`src/rtl/jdcm_pkg.sv`:
```
// ----------------------------------------------------------------------------
// Joystick command mapper package
// Register indexes, reset values, output codes and text formatting helpers.
// ----------------------------------------------------------------------------
`default_nettype none

package jdcm_pkg;

    // Configuration register indexes
    localparam int CFG_INDEX_BITS = 3;

    typedef enum logic [CFG_INDEX_BITS-1:0] {
        REG_THROTTLE_CENTRE   = 3'd0,
        REG_THROTTLE_TOP      = 3'd1,
        REG_THROTTLE_DEADZONE = 3'd2,
        REG_STEER_CENTRE      = 3'd3,
        REG_STEER_TOP         = 3'd4,
        REG_STEER_DEADZONE    = 3'd5
    } cfg_reg_t;

    // Register reset values, in ADC counts
    localparam int THROTTLE_CENTRE_RESET   = 2048;
    localparam int THROTTLE_TOP_RESET      = 4095;
    localparam int THROTTLE_DEADZONE_RESET = 248;
    localparam int STEER_CENTRE_RESET      = 2048;
    localparam int STEER_TOP_RESET         = 4095;
    localparam int STEER_DEADZONE_RESET    = 621;

    // Motion codes
    typedef enum logic [1:0] {
        MOTION_STOP     = 2'd0,
        MOTION_FORWARD  = 2'd1,
        MOTION_BACKWARD = 2'd2
    } motion_t;

    // Result value widths
    localparam int VALUE_BITS = 7;
    localparam int TEXT_BITS  = 32;
    localparam int QUOT_BITS  = 7;

    // Scaling and limits
    localparam logic [VALUE_BITS-1:0] SPEED_SCALE    = 7'd100;
    localparam logic [VALUE_BITS-1:0] SPEED_MAX      = 7'd99;
    localparam logic [VALUE_BITS-1:0] HEADING_SCALE  = 7'd20;
    localparam logic [VALUE_BITS-1:0] HEADING_CENTRE = 7'd50;
    localparam logic [VALUE_BITS-1:0] HEADING_MIN    = 7'd30;
    localparam logic [VALUE_BITS-1:0] HEADING_MAX    = 7'd70;

    // ASCII characters of the command words
    localparam logic [7:0] ASCII_ZERO = 8'h30;
    localparam logic [7:0] ASCII_ONE  = 8'h31;

    // Reciprocal of ten for values up to 99: tens = (v * 205) >> 11
    localparam int                DEC_PROD_BITS = 15;
    localparam logic [14:0]       DEC_RECIP     = 15'd205;
    localparam logic [VALUE_BITS-1:0] DEC_BASE  = 7'd10;

    // Tens digit of a value 0..99
    function automatic logic [3:0] dec_tens(input logic [VALUE_BITS-1:0] value);
        logic [DEC_PROD_BITS-1:0] prod;
        prod = DEC_PROD_BITS'(value) * DEC_RECIP;
        return prod[14:11];
    endfunction

    // Units digit of a value 0..99
    function automatic logic [3:0] dec_units(input logic [VALUE_BITS-1:0] value);
        logic [VALUE_BITS-1:0] tens_part;
        tens_part = VALUE_BITS'(dec_tens(value)) * DEC_BASE;
        return 4'(value - tens_part);
    endfunction

    // '0', motion digit, speed tens, speed units
    function automatic logic [TEXT_BITS-1:0] motion_word(
        input motion_t                 motion,
        input logic [VALUE_BITS-1:0]   speed
    );
        return {ASCII_ZERO,
                ASCII_ZERO + 8'(motion),
                ASCII_ZERO + 8'(dec_tens(speed)),
                ASCII_ZERO + 8'(dec_units(speed))};
    endfunction

    // '1', heading tens, heading units, '0'
    function automatic logic [TEXT_BITS-1:0] heading_word(
        input logic [VALUE_BITS-1:0] heading
    );
        return {ASCII_ONE,
                ASCII_ZERO + 8'(dec_tens(heading)),
                ASCII_ZERO + 8'(dec_units(heading)),
                ASCII_ZERO};
    endfunction

    // Depth of the queue between front and back
    localparam int QUEUE_DEPTH = 2;

endpackage

`default_nettype wire

```
`src/rtl/jdcm_if.sv`:
```
// ----------------------------------------------------------------------------
// Joystick command mapper channels
// Valid/ready channels for samples, configuration writes and commands.
// ----------------------------------------------------------------------------
`default_nettype none

// Sample pair channel
interface jdcm_sample_if #(parameter int SAMPLE_BITS = 12);
    logic                   valid;
    logic                   ready;
    logic [SAMPLE_BITS-1:0] throttle_sample;
    logic [SAMPLE_BITS-1:0] steer_sample;

    modport source (output valid, output throttle_sample, output steer_sample, input ready);
    modport sink   (input valid, input throttle_sample, input steer_sample, output ready);
endinterface

// Configuration write channel
interface jdcm_cfg_if #(parameter int SAMPLE_BITS = 12);
    logic                              valid;
    logic                              ready;
    logic [jdcm_pkg::CFG_INDEX_BITS-1:0] index;
    logic [SAMPLE_BITS-1:0]            data;

    modport source (output valid, output index, output data, input ready);
    modport sink   (input valid, input index, input data, output ready);
endinterface

// Command result channel
interface jdcm_cmd_if;
    logic                                valid;
    logic                                ready;
    logic [1:0]                          motion;
    logic [jdcm_pkg::VALUE_BITS-1:0]     speed_percent;
    logic [jdcm_pkg::VALUE_BITS-1:0]     heading;
    logic [jdcm_pkg::TEXT_BITS-1:0]      motion_text;
    logic [jdcm_pkg::TEXT_BITS-1:0]      heading_text;

    modport source (output valid, output motion, output speed_percent, output heading,
                    output motion_text, output heading_text, input ready);
    modport sink   (input valid, input motion, input speed_percent, input heading,
                    input motion_text, input heading_text, output ready);
endinterface

`default_nettype wire

```
`src/rtl/jdcm_front.sv`:
```
// ----------------------------------------------------------------------------
// Joystick command mapper front end
// Holds the calibration registers and classifies each sample pair against
// centre and deadzone, producing offsets and spans for the back end.
// ----------------------------------------------------------------------------
`default_nettype none

module jdcm_front #(
    parameter  int SAMPLE_BITS = 12,
    localparam int ENTRY_BITS  = 4 * SAMPLE_BITS + 7
) (
    input  wire logic                  clk,
    input  wire logic                  rst_n,
    jdcm_cfg_if.sink                   cfg,
    jdcm_sample_if.sink                samples,
    output logic                       push_valid,
    input  wire logic                  push_ready,
    output logic [ENTRY_BITS-1:0]      push_data
);

    typedef struct packed {
        jdcm_pkg::motion_t      motion;
        logic                   t_act;
        logic                   t_span_ok;
        logic [SAMPLE_BITS-1:0] t_off;
        logic [SAMPLE_BITS-1:0] t_span;
        logic                   s_act;
        logic                   s_left;
        logic                   s_span_ok;
        logic [SAMPLE_BITS-1:0] s_off;
        logic [SAMPLE_BITS-1:0] s_span;
    } entry_t;

    logic [SAMPLE_BITS-1:0] throttle_centre_reg;
    logic [SAMPLE_BITS-1:0] throttle_top_reg;
    logic [SAMPLE_BITS-1:0] throttle_deadzone_reg;
    logic [SAMPLE_BITS-1:0] steer_centre_reg;
    logic [SAMPLE_BITS-1:0] steer_top_reg;
    logic [SAMPLE_BITS-1:0] steer_deadzone_reg;

    logic                   t_ge;
    logic                   s_ge;
    logic [SAMPLE_BITS-1:0] t_off;
    logic [SAMPLE_BITS-1:0] s_off;
    entry_t                 entry_next;
    entry_t                 entry_reg;
    logic                   front_valid_reg;
    logic                   advance;

    // Accept every configuration transfer; unknown indexes are dropped
    assign cfg.ready = 1'b1;

    always_ff @(posedge clk or negedge rst_n)
    begin
        if (!rst_n)
        begin
            throttle_centre_reg   <= SAMPLE_BITS'(jdcm_pkg::THROTTLE_CENTRE_RESET);
            throttle_top_reg      <= SAMPLE_BITS'(jdcm_pkg::THROTTLE_TOP_RESET);
            throttle_deadzone_reg <= SAMPLE_BITS'(jdcm_pkg::THROTTLE_DEADZONE_RESET);
            steer_centre_reg      <= SAMPLE_BITS'(jdcm_pkg::STEER_CENTRE_RESET);
            steer_top_reg         <= SAMPLE_BITS'(jdcm_pkg::STEER_TOP_RESET);
            steer_deadzone_reg    <= SAMPLE_BITS'(jdcm_pkg::STEER_DEADZONE_RESET);
        end
        else if (cfg.valid)
        begin
            case (cfg.index)
                jdcm_pkg::REG_THROTTLE_CENTRE:   throttle_centre_reg   <= cfg.data;
                jdcm_pkg::REG_THROTTLE_TOP:      throttle_top_reg      <= cfg.data;
                jdcm_pkg::REG_THROTTLE_DEADZONE: throttle_deadzone_reg <= cfg.data;
                jdcm_pkg::REG_STEER_CENTRE:      steer_centre_reg      <= cfg.data;
                jdcm_pkg::REG_STEER_TOP:         steer_top_reg         <= cfg.data;
                jdcm_pkg::REG_STEER_DEADZONE:    steer_deadzone_reg    <= cfg.data;
                default:
                begin
                end
            endcase
        end
    end

    // Fold each axis about its centre
    assign t_ge  = samples.throttle_sample >= throttle_centre_reg;
    assign s_ge  = samples.steer_sample >= steer_centre_reg;
    assign t_off = t_ge ? samples.throttle_sample - throttle_centre_reg
                        : throttle_centre_reg - samples.throttle_sample;
    assign s_off = s_ge ? samples.steer_sample - steer_centre_reg
                        : steer_centre_reg - samples.steer_sample;

    // Classify against the deadzone and work out the spans
    always_comb
    begin
        entry_next.t_act     = t_off > throttle_deadzone_reg;
        entry_next.t_off     = t_off;
        entry_next.t_span_ok = throttle_top_reg > throttle_centre_reg;
        entry_next.t_span    = throttle_top_reg - throttle_centre_reg;
        if (!entry_next.t_act)
            entry_next.motion = jdcm_pkg::MOTION_STOP;
        else if (t_ge)
            entry_next.motion = jdcm_pkg::MOTION_BACKWARD;
        else
            entry_next.motion = jdcm_pkg::MOTION_FORWARD;
        entry_next.s_act     = s_off > steer_deadzone_reg;
        entry_next.s_left    = !s_ge;
        entry_next.s_off     = s_off;
        entry_next.s_span_ok = steer_top_reg > steer_centre_reg;
        entry_next.s_span    = steer_top_reg - steer_centre_reg;
    end

    // Advance the front register whenever the queue can take its contents
    assign advance       = !front_valid_reg || push_ready;
    assign samples.ready = advance;

    always_ff @(posedge clk or negedge rst_n)
    begin
        if (!rst_n)
            front_valid_reg <= 1'b0;
        else if (advance)
            front_valid_reg <= samples.valid;
    end

    always_ff @(posedge clk)
    begin
        if (advance)
            entry_reg <= entry_next;
    end

    assign push_valid = front_valid_reg;
    assign push_data  = entry_reg;

endmodule

`default_nettype wire

```
`src/rtl/jdcm_queue.sv`:
```
// ----------------------------------------------------------------------------
// Joystick command mapper queue
// Short first-in first-out buffer that decouples the front from the back.
// ----------------------------------------------------------------------------
`default_nettype none

module jdcm_queue #(
    parameter int WIDTH = 55
) (
    input  wire logic             clk,
    input  wire logic             rst_n,
    input  wire logic             push_valid,
    output logic                  push_ready,
    input  wire logic [WIDTH-1:0] push_data,
    output logic                  pop_valid,
    input  wire logic             pop_ready,
    output logic [WIDTH-1:0]      pop_data
);

    localparam int DEPTH      = jdcm_pkg::QUEUE_DEPTH;
    localparam int PTR_BITS   = (DEPTH > 1) ? $clog2(DEPTH) : 1;
    localparam int COUNT_BITS = $clog2(DEPTH + 1);

    logic [WIDTH-1:0]      slot_reg [DEPTH];
    logic [PTR_BITS-1:0]   wr_ptr_reg;
    logic [PTR_BITS-1:0]   rd_ptr_reg;
    logic [COUNT_BITS-1:0] count_reg;
    logic [COUNT_BITS-1:0] count_next;
    logic                  push;
    logic                  pop;

    assign push_ready = count_reg != COUNT_BITS'(DEPTH);
    assign pop_valid  = count_reg != '0;
    assign push       = push_valid && push_ready;
    assign pop        = pop_valid && pop_ready;
    assign pop_data   = slot_reg[rd_ptr_reg];

    // Track occupancy
    always_comb
    begin
        count_next = count_reg;
        if (push && !pop)
            count_next = count_reg + COUNT_BITS'(1);
        else if (pop && !push)
            count_next = count_reg - COUNT_BITS'(1);
    end

    // Advance pointers with wrap
    always_ff @(posedge clk or negedge rst_n)
    begin
        if (!rst_n)
        begin
            wr_ptr_reg <= '0;
            rd_ptr_reg <= '0;
            count_reg  <= '0;
        end
        else
        begin
            count_reg <= count_next;
            if (push)
                wr_ptr_reg <= (wr_ptr_reg == PTR_BITS'(DEPTH - 1)) ? '0
                                                                  : wr_ptr_reg + PTR_BITS'(1);
            if (pop)
                rd_ptr_reg <= (rd_ptr_reg == PTR_BITS'(DEPTH - 1)) ? '0
                                                                  : rd_ptr_reg + PTR_BITS'(1);
        end
    end

    // Store the pushed entry
    always_ff @(posedge clk)
    begin
        if (push)
            slot_reg[wr_ptr_reg] <= push_data;
    end

endmodule

`default_nettype wire

```
`src/rtl/jdcm_back.sv`:
```
// ----------------------------------------------------------------------------
// Joystick command mapper back end
// Scales the classified offsets by their spans in a bit-per-stage divider
// pipeline, saturates, and formats the command words into the output register.
// ----------------------------------------------------------------------------
`default_nettype none

module jdcm_back #(
    parameter  int SAMPLE_BITS = 12,
    localparam int ENTRY_BITS  = 4 * SAMPLE_BITS + 7
) (
    input  wire logic                  clk,
    input  wire logic                  rst_n,
    input  wire logic                  pop_valid,
    output logic                       pop_ready,
    input  wire logic [ENTRY_BITS-1:0] pop_data,
    jdcm_cmd_if.source                 commands
);

    localparam int QB        = jdcm_pkg::QUOT_BITS;
    localparam int VB        = jdcm_pkg::VALUE_BITS;
    localparam int NUM_BITS  = SAMPLE_BITS + QB;
    localparam int DIV_STEPS = QB + 1;

    typedef struct packed {
        jdcm_pkg::motion_t      motion;
        logic                   t_act;
        logic                   t_span_ok;
        logic [SAMPLE_BITS-1:0] t_off;
        logic [SAMPLE_BITS-1:0] t_span;
        logic                   s_act;
        logic                   s_left;
        logic                   s_span_ok;
        logic [SAMPLE_BITS-1:0] s_off;
        logic [SAMPLE_BITS-1:0] s_span;
    } entry_t;

    typedef struct packed {
        jdcm_pkg::motion_t      motion;
        logic                   t_act;
        logic                   t_sat;
        logic [NUM_BITS-1:0]    t_rem;
        logic [SAMPLE_BITS-1:0] t_den;
        logic [QB-1:0]          t_q;
        logic                   s_act;
        logic                   s_left;
        logic                   s_sat;
        logic [NUM_BITS-1:0]    s_rem;
        logic [SAMPLE_BITS-1:0] s_den;
        logic [QB-1:0]          s_q;
    } pipe_t;

    // Flag a quotient of 2^QB or more on both axes
    function automatic pipe_t sat_check(input pipe_t p);
        pipe_t r;
        r = p;
        if (p.t_rem >= (NUM_BITS'(p.t_den) << QB))
            r.t_sat = 1'b1;
        if (p.s_rem >= (NUM_BITS'(p.s_den) << QB))
            r.s_sat = 1'b1;
        return r;
    endfunction

    // One restoring division step on both axes
    function automatic pipe_t div_bit(input pipe_t p, input logic [$clog2(QB)-1:0] pos);
        pipe_t               r;
        logic [NUM_BITS-1:0] t_sub;
        logic [NUM_BITS-1:0] s_sub;
        r     = p;
        t_sub = NUM_BITS'(p.t_den) << pos;
        s_sub = NUM_BITS'(p.s_den) << pos;
        if (p.t_rem >= t_sub)
        begin
            r.t_rem    = p.t_rem - t_sub;
            r.t_q[pos] = 1'b1;
        end
        if (p.s_rem >= s_sub)
        begin
            r.s_rem    = p.s_rem - s_sub;
            r.s_q[pos] = 1'b1;
        end
        return r;
    endfunction

    entry_t              entry;
    logic                en;
    logic [DIV_STEPS:0]  valid_reg;
    pipe_t               pipe_reg  [DIV_STEPS+1];
    pipe_t               pipe_next [DIV_STEPS+1];
    pipe_t               last;
    logic [NUM_BITS-1:0] s_bias;

    logic [VB-1:0]                   speed_next;
    logic [VB-1:0]                   heading_next;
    logic                            out_valid_reg;
    jdcm_pkg::motion_t               motion_reg;
    logic [VB-1:0]                   speed_reg;
    logic [VB-1:0]                   heading_reg;
    logic [jdcm_pkg::TEXT_BITS-1:0]  motion_text_reg;
    logic [jdcm_pkg::TEXT_BITS-1:0]  heading_text_reg;

    // Move the whole pipeline when the output register is free or drained
    assign en        = !out_valid_reg || commands.ready;
    assign pop_ready = en;
    assign entry     = entry_t'(pop_data);

    // Form the numerators; a left offset is rounded up by adding span - 1
    assign s_bias = entry.s_left ? NUM_BITS'(entry.s_span) - NUM_BITS'(1) : '0;

    always_comb
    begin
        pipe_next[0].motion = entry.motion;
        pipe_next[0].t_act  = entry.t_act;
        pipe_next[0].t_sat  = !entry.t_span_ok;
        pipe_next[0].t_rem  = NUM_BITS'(entry.t_off) * NUM_BITS'(jdcm_pkg::SPEED_SCALE);
        pipe_next[0].t_den  = entry.t_span;
        pipe_next[0].t_q    = '0;
        pipe_next[0].s_act  = entry.s_act;
        pipe_next[0].s_left = entry.s_left;
        pipe_next[0].s_sat  = !entry.s_span_ok;
        pipe_next[0].s_rem  = NUM_BITS'(entry.s_off) * NUM_BITS'(jdcm_pkg::HEADING_SCALE)
                              + s_bias;
        pipe_next[0].s_den  = entry.s_span;
        pipe_next[0].s_q    = '0;
    end

    // Divider stages: saturation check first, then one quotient bit each
    for (genvar i = 0; i < DIV_STEPS; i++)
    begin : g_div
        if (i == 0)
        begin : g_sat
            always_comb pipe_next[i+1] = sat_check(pipe_reg[i]);
        end
        else
        begin : g_bit
            localparam int POS = QB - i;
            always_comb pipe_next[i+1] = div_bit(pipe_reg[i], ($clog2(QB))'(POS));
        end
    end

    always_ff @(posedge clk or negedge rst_n)
    begin
        if (!rst_n)
            valid_reg <= '0;
        else if (en)
            valid_reg <= {valid_reg[DIV_STEPS-1:0], pop_valid};
    end

    always_ff @(posedge clk)
    begin
        if (en)
            pipe_reg <= pipe_next;
    end

    // Saturate the quotients into speed and heading
    assign last = pipe_reg[DIV_STEPS];

    always_comb
    begin
        if (!last.t_act)
            speed_next = '0;
        else if (last.t_sat || last.t_q > jdcm_pkg::SPEED_MAX)
            speed_next = jdcm_pkg::SPEED_MAX;
        else
            speed_next = VB'(last.t_q);

        if (!last.s_act)
            heading_next = jdcm_pkg::HEADING_CENTRE;
        else if (last.s_sat || VB'(last.s_q) >= jdcm_pkg::HEADING_SCALE)
            heading_next = last.s_left ? jdcm_pkg::HEADING_MIN : jdcm_pkg::HEADING_MAX;
        else if (last.s_left)
            heading_next = jdcm_pkg::HEADING_CENTRE - VB'(last.s_q);
        else
            heading_next = jdcm_pkg::HEADING_CENTRE + VB'(last.s_q);
    end

    // Output register: hold while the receiver stalls
    always_ff @(posedge clk or negedge rst_n)
    begin
        if (!rst_n)
            out_valid_reg <= 1'b0;
        else if (en)
            out_valid_reg <= valid_reg[DIV_STEPS];
    end

    always_ff @(posedge clk)
    begin
        if (en)
        begin
            motion_reg       <= last.motion;
            speed_reg        <= speed_next;
            heading_reg      <= heading_next;
            motion_text_reg  <= jdcm_pkg::motion_word(last.motion, speed_next);
            heading_text_reg <= jdcm_pkg::heading_word(heading_next);
        end
    end

    assign commands.valid         = out_valid_reg;
    assign commands.motion        = motion_reg;
    assign commands.speed_percent = speed_reg;
    assign commands.heading       = heading_reg;
    assign commands.motion_text   = motion_text_reg;
    assign commands.heading_text  = heading_text_reg;

endmodule

`default_nettype wire

```
`src/rtl/joystick_deadzone_command_mapper.sv`:
```
// ----------------------------------------------------------------------------
// Joystick deadzone command mapper
// Turns throttle and steering ADC sample pairs into motion, speed and
// heading commands, as numbers and as packed ASCII command words.
// ----------------------------------------------------------------------------
// Usage:
//   samples  - sink of throttle/steering sample pairs (valid/ready).
//   cfg      - register writes: index 0..5 selects centre, top and deadzone
//              of throttle then steering; other indexes are dropped. Always
//              ready; write only while no sample is in flight.
//   commands - one result per sample pair, in order (valid/ready).
// A sample transfer loads the front register; the entry then passes in order
// through the queue, the numerator stage, a saturation stage, seven divider
// stages (one quotient bit each) and the output register, where its result
// shows valid.
// Throughput is one sample pair per cycle while the receiver does not stall.
// Reset empties the pipeline and queue and loads the calibration defaults.
// When the receiver stalls, the result holds and the back end freezes; the
// two-entry queue and front register then fill before samples is not ready.
// ----------------------------------------------------------------------------
`default_nettype none

module joystick_deadzone_command_mapper #(
    parameter int SAMPLE_BITS = 12
) (
    input  wire logic   clk,
    input  wire logic   rst_n,
    jdcm_cfg_if.sink    cfg,
    jdcm_sample_if.sink samples,
    jdcm_cmd_if.source  commands
);

    localparam int ENTRY_BITS = 4 * SAMPLE_BITS + 7;

    logic                  push_valid;
    logic                  push_ready;
    logic [ENTRY_BITS-1:0] push_data;
    logic                  pop_valid;
    logic                  pop_ready;
    logic [ENTRY_BITS-1:0] pop_data;

    // Classify samples
    jdcm_front #(
        .SAMPLE_BITS (SAMPLE_BITS)
    ) u_front (
        .clk        (clk),
        .rst_n      (rst_n),
        .cfg        (cfg),
        .samples    (samples),
        .push_valid (push_valid),
        .push_ready (push_ready),
        .push_data  (push_data)
    );

    // Decouple front and back
    jdcm_queue #(
        .WIDTH (ENTRY_BITS)
    ) u_queue (
        .clk        (clk),
        .rst_n      (rst_n),
        .push_valid (push_valid),
        .push_ready (push_ready),
        .push_data  (push_data),
        .pop_valid  (pop_valid),
        .pop_ready  (pop_ready),
        .pop_data   (pop_data)
    );

    // Scale and format
    jdcm_back #(
        .SAMPLE_BITS (SAMPLE_BITS)
    ) u_back (
        .clk       (clk),
        .rst_n     (rst_n),
        .pop_valid (pop_valid),
        .pop_ready (pop_ready),
        .pop_data  (pop_data),
        .commands  (commands)
    );

endmodule

`default_nettype wire

```
`src/flat_wrapper.sv`:
```
// flat-port wrapper written by rule: the top's interface ports become plain ports
module joystick_deadzone_command_mapper_flat 
#(
    parameter int SAMPLE_BITS = 12
)
  (clk, rst_n, cfg_valid, cfg_index, cfg_data, cfg_ready, samples_valid, samples_throttle_sample, samples_steer_sample, samples_ready, commands_valid, commands_motion, commands_speed_percent, commands_heading, commands_motion_text, commands_heading_text, commands_ready);
  jdcm_cfg_if #(.SAMPLE_BITS(SAMPLE_BITS)) cfg_i ();
  jdcm_sample_if #(.SAMPLE_BITS(SAMPLE_BITS)) samples_i ();
  jdcm_cmd_if commands_i ();
  input  wire logic clk;
  input  wire logic rst_n;
  input wire logic [$bits(cfg_i.valid)-1:0] cfg_valid;
  input wire logic [$bits(cfg_i.index)-1:0] cfg_index;
  input wire logic [$bits(cfg_i.data)-1:0] cfg_data;
  output wire logic [$bits(cfg_i.ready)-1:0] cfg_ready;
  input wire logic [$bits(samples_i.valid)-1:0] samples_valid;
  input wire logic [$bits(samples_i.throttle_sample)-1:0] samples_throttle_sample;
  input wire logic [$bits(samples_i.steer_sample)-1:0] samples_steer_sample;
  output wire logic [$bits(samples_i.ready)-1:0] samples_ready;
  output wire logic [$bits(commands_i.valid)-1:0] commands_valid;
  output wire logic [$bits(commands_i.motion)-1:0] commands_motion;
  output wire logic [$bits(commands_i.speed_percent)-1:0] commands_speed_percent;
  output wire logic [$bits(commands_i.heading)-1:0] commands_heading;
  output wire logic [$bits(commands_i.motion_text)-1:0] commands_motion_text;
  output wire logic [$bits(commands_i.heading_text)-1:0] commands_heading_text;
  input wire logic [$bits(commands_i.ready)-1:0] commands_ready;
  assign cfg_i.valid = cfg_valid;
  assign cfg_i.index = cfg_index;
  assign cfg_i.data = cfg_data;
  assign cfg_ready = cfg_i.ready;
  assign samples_i.valid = samples_valid;
  assign samples_i.throttle_sample = samples_throttle_sample;
  assign samples_i.steer_sample = samples_steer_sample;
  assign samples_ready = samples_i.ready;
  assign commands_valid = commands_i.valid;
  assign commands_motion = commands_i.motion;
  assign commands_speed_percent = commands_i.speed_percent;
  assign commands_heading = commands_i.heading;
  assign commands_motion_text = commands_i.motion_text;
  assign commands_heading_text = commands_i.heading_text;
  assign commands_i.ready = commands_ready;
  joystick_deadzone_command_mapper #(.SAMPLE_BITS(SAMPLE_BITS)) u_core (.clk(clk), .rst_n(rst_n), .cfg(cfg_i), .samples(samples_i), .commands(commands_i));
endmodule
```
`config.mk`:
```
export PLATFORM = sky130hd
export DESIGN_NAME = joystick_deadzone_command_mapper_flat
export DESIGN_NICKNAME = d
export VERILOG_FILES = /design/src/rtl/jdcm_pkg.sv /design/src/rtl/jdcm_if.sv /design/src/rtl/jdcm_front.sv /design/src/rtl/jdcm_queue.sv /design/src/rtl/jdcm_back.sv /design/src/rtl/joystick_deadzone_command_mapper.sv /design/src/flat_wrapper.sv
export SDC_FILE = /design/constraint.sdc
export NUM_CORES = 2
export LEC_CHECK = 0
export BUFFER_PORTS_ARGS = -buffer_cell sky130_fd_sc_hd__buf_2
export CORE_ASPECT_RATIO = 0.9
export CORE_MARGIN = 2
export CORE_UTILIZATION = 45
export CTS_CLUSTER_DIAMETER = 120
export CTS_CLUSTER_SIZE = 10
export DETAILED_ROUTE_END_ITERATION = 8
export RECOVER_POWER = 100
export SLEW_MARGIN = 20
export SYNTH_ARGS = -nofsm -noshare
export SYNTH_HDL_FRONTEND = slang
export SYNTH_HIERARCHICAL = 1
export SYNTH_SLANG_ARGS = --single-unit
```
`constraint.sdc`:
```
create_clock -name clk -period 20.2 [get_ports clk]
set_input_delay 6.06 -clock clk [delete_from_list [all_inputs] [get_ports clk]]
set_output_delay 6.06 -clock clk [all_outputs]
set_load 0.05 [all_outputs]
```
# == After elaboration in Yosys (flattened, before gate mapping) ==
# Memory sizes are Yosys's and may differ from the RTL's.
# Cells that the tools add are included.
# word_totals
reg_bits,809
inputBits,44
word_cells,262
ram_bits,110
memories,1
# mem_list
name,depth,word_bits,rd,rd_ports_with_merged_regs,write_ports,line_no,source
u_core.u_queue.slot_reg,2,55,1,0,1,jdcm_queue.sv:24,logic [WIDTH-1:0] slot_reg [DEPTH];
# classes
n_lt_le_gt_ge,24
n_mux,28
n_addsub,33
reduce_logical,24
eq_ne,6
n_mul,6
# ops
cell,n
$mux 19,13
$sub 12x12->12,6
$gt 12x12->1,4
$mux 7,6
$ge 19x12->1,2
$ge 19x13->1,2
$ge 19x14->1,2
$ge 19x15->1,2
$ge 19x16->1,2
$ge 19x17->1,2
$ge 19x18->1,2
$ge 19x19->1,2
$sub 19x13->19,2
$sub 19x14->19,2
$sub 19x15->19,2
$sub 19x16->19,2
$sub 19x17->19,2
$sub 19x18->19,2
$mul 7x8->15 const B,2
$add 6x4->7 const A,4
$ge 12x12->1,2
$mux 12,2
$add 17x19->19,1
$mul 12x5->17 const B,1
24 further kinds,52

# == Depth between registers and ports, before layout ==
# depth
ltp_word,8
depth_mapped,24

# == By module ==
# The synthesis kept the hierarchy.
# modules_own_cells
module,cells_per_inst,area_per_inst_um2,instances,seq_area_each_um2
jdcm_back,2849,34740.8,1,19168.4
jdcm_front,766,8089.0,1,3524.6
jdcm_queue,189,4327.9,1,3403.3

# == Least setup slack after synthesis ==
# Ideal clock, no wire load.
# synth_timing
path_type,input port to flip-flop
from,in commands_ready
to,reg u_core.u_queue.count_reg[1]
setup_time_ns,0.079
arrival_ns,26.275
stages,6
path_slack_ns,-6.154
path_buffers,1
path_cell_list,nand2b_1 -> clkbuf_1 -> nand2_1 -> ha_1 -> nor2_1 -> xor2_1
# synth_between
elab_chain_len,5
elab_cells_between_ends,7
cone_classes,1 x mux; 6 x reduce/logical
# synth_lines
item,line_no,source
start: declaration,flat_wrapper.sv:26,input wire logic [$bits(commands_i.ready)-1:0] commands_ready;
$logic_or 1x1->1 (*),jdcm_back.sv:103,assign en = !out_valid_reg || commands.ready;
via u_core.pop_ready,joystick_deadzone_command_mapper.sv:39,logic pop_ready;
$logic_and 1x1->1 (*),jdcm_queue.sv:35,assign pop = pop_valid && pop_ready;
$logic_not 1->1,jdcm_queue.sv:42,if (push && !pop)
$logic_and 1x1->1,jdcm_queue.sv:42,
$mux 2 or $reduce_bool 2->1 (tied branches),n/a,
end signal: assignment,jdcm_queue.sv:59,count_reg <= count_next;
end: declaration,jdcm_queue.sv:27,logic [COUNT_BITS-1:0] count_reg;
# Mark *: on every way through the listed nets, which the timed path passes. The rest lies on a longest branch.
# A chain may end at the register's enable or synchronous reset.

# == Worst setup path in the final report ==
# layout_timing
from,in commands_ready
to,reg u_core.u_back.heading_reg[3] (netlist: u_core/u_back/commands.heading[3]) (enable)
# layout_between
elab_chain_len,1
# layout_lines
item,line_no,source
$logic_or 1x1->1,jdcm_back.sv:103,
via u_core.pop_ready,joystick_deadzone_command_mapper.sv:39,
end signal: assignment,jdcm_back.sv:192,heading_reg <= heading_next;
end: declaration,jdcm_back.sv:98,logic [VB-1:0] heading_reg;
# The timed path passes the listed nets, and every way through them passes these cells.

==> out/metrics.yaml <==
syn_area_per_cell_um2: 12.40
synth_top_area_share_pct: 50.62
clkTransAtPathRegs_ns: 0.05
fmax_mhz: 76.38
ys_async_sr_fraction_pct: 9.864
setup_viol: 0
yosysMostFrequentCell: "edfxtp_1"
violations: "capacitance limit, slew limit"
p_leak_nw: 21.20
grt_pass1_wl_um: 135600
drive_above_1_share_pct: 7.762
crit_arrival_ns: 13.26
post_cts_resized: 0
critPathCaptureType: "flip-flop"
synth.mux.area_fraction_pct: 4.327
grtUsageMet2_pct: 25.65
cp_max_fo: 83
drt_iter0_drc: 1443
vias_per_cell: 5.061
synth_common_cells: "edfxtp_1, inv_1, ha_1"
die_w_um: 345.2
fin_crit_sh_pct: 64.81
dr.pass1.iters: 5
vias: 27010
met1_usage_pct: 20.42
start_util_pct: 45.41
synthAdderAreaFrac_pct: 13.49
grtUsageTotal_pct: 15.28
max_cap_violations: 13
routedWlPerCell_um: 15.21
synth_compound_area_share_pct: 9.682
rows: 112
synth_cells: 3804
diodes: 0
final.min_clock_period_ns: 13.09
synth_edf_count: 795
cts_sinks: 882
slew_headroom_pct: -173.1
irDropWorstVdd_v: 0.00009392
hold_viol_final: 0
slew_violations: 624
seq_area_frac_synth_pct: 55.34
drc_errors: 0
synth_xor_area_share_pct: 4.012
cts_tree: "yes"
routed_wl_um: 81160
power_density_nw_per_um2: 188.4
grt-ovfl-total: 0
pre_cts_slack_ns: 10.09
portBuffers: 79
ctsLongestPathBuffers: 3
yosys.area.top_type: "edfxtp_1"
coreArea_um2: 103800
synth_top_flop_cell: "edfxtp_1"
fin_ws_ns: 7.108
grt_busiest_layer: "met2"
critPathKind: "input pin to flip-flop"
gp_congestion: 0.8386
clk_latency_ns: 0.66
htree_levels: 3
cts_setup_buffers: 0
fin_skew_ns: 0.02056
critPathRequiredTime_ns: 20.37
grt_antenna_before_repair: 0
rsz0062_at_grt: "false"
synth.distinct_cells: 99
pin_count: 127
cts_inserted_buffers: 98
outcome: "finished with violations"
root_buffer: "clkbuf_16"
syn2layout_area_growth_pct: 8.859
worstHoldPathType: "flip-flop to flip-flop"
fin_nets: 4461
grt_pass1_vias: 27130
grtUsageMet3_pct: 2.439
ys_seq_elements: 882
ant_nets: 0
largest_reg_flops: 324
die_area_um2: 107400
final.setup.tns_ns: 0
grt_max_degree: 195
start_kind: "input pin"
synth_simple_gate_area_share_pct: 7.981
worst_pin_slew_ns: 4.096
synthesis.area_um2: 47160
netlist_top_cells_area: "edfxtp_1, ha_1, inv_1"
fp.dieH_um: 311.1
dp_hpwl_um: 58660
dpl-instance-area_um2: 48960
yosys_warnings: 6
final_area_um2: 51340
cts-hold-fix-buffers: 0
synth_top_family_by_area: "adder cells"
through the flow:
step / utilization (%) / total power, mW / instances / hold slack [ns]
6_report: 49.44 / 9.672 / 5336 / 0.4079
5_1_grt: 49.44 / 10.56 / 5336 / 0.4154
4_1_cts: 49.75 / 9.836 / 5336 / 0.4100
3_5_place_dp: 47.15 / 8.211 / 5203 / 0.4045
3_3_place_gp: 47.15 / 8.121 / 5203 / 0.4008
2_1_floorplan: - / 7.273 / 3848 / 0.4003
critical path: stages:
cell and delay, ns:
buf_2 0.07, nand2b_1 1.17, clkbuf_1 2.94, clkbuf_1 2.83
kinds of logic (layout without fill, tap and decap cells):
kind of cell    Yosys count  after routing
compound gates          724            724
xor+xnor                216            216
fa+ha+maj               482            482
buf+inv                 573            693
flops                   882            882
mux                     171            171
other cells               3             47
simple gates            753            753
area by class of cell:
type	count	area, um^2
Timing Repair Buffer	98	447.9
Inverter	462	1734
Sequential cell	882	26100
Clock inverter	7	127.6
Multi-Input combinational cell	2393	18640
Fill cell	9154	52500
Clock buffer	126	2579
Tap cell	1368	1712
final timing paths:
kind | cells after the start | slack, ns | from | endpoint
worst max-delay path | 4 | 7.11 | commands_ready | u_core/u_back/commands.heading[3]
worst min-delay path | 0 | 0.41 | u_core/u_back/pipe_next[163] | u_core/u_back/pipe_next[80]
worst max register to register | 3 | 12.27 | u_core/u_back/commands.valid | u_core/u_back/commands.heading[3]
worst min register to register | 0 | 0.41 | u_core/u_back/pipe_next[163] | u_core/u_back/pipe_next[80]
max in group asynchronous | 2 | 10.70 | rst_n | u_core/u_front/steer_deadzone_reg[8]
min in group asynchronous | 1 | 5.82 | rst_n | u_core/u_front/push_valid
placed cells by master, fill, tap and decap left out, types with 37 or more instances in the layout:
cell	instances
conb_1	47
inv_1	461
dfrtp_1	50
nand2b_1	47
fa_1	44
a21oi_1	183
nand3_1	42
edfxtp_1	795
o21ai_0	225
a21o_1	86
xor2_1	102
buf_2	38
o21a_1	40
dfstp_2	37
nand2_1	224
nor3_1	59
clkbuf_1	85
mux2_2	83
ha_1	438
xnor2_1	114
nor2b_1	61
clkbuf_16	99
mux2_1	39
nor2_1	156
metal layers:
layer  routed length [um]  share of wire (%)
met1                38020                 47
met2                38170                 47
met3                 2676                3.3
met4                 2294                2.8
met5                    0                  0
power by group:
part	internal (mW)	switching [mW]	leakage, nW
clock	0.886	0.675	1.31
combinational	2.00	2.55	11.1
sequential	3.19	0.374	8.75
Note: power is estimated with default switching activity, not from simulation.
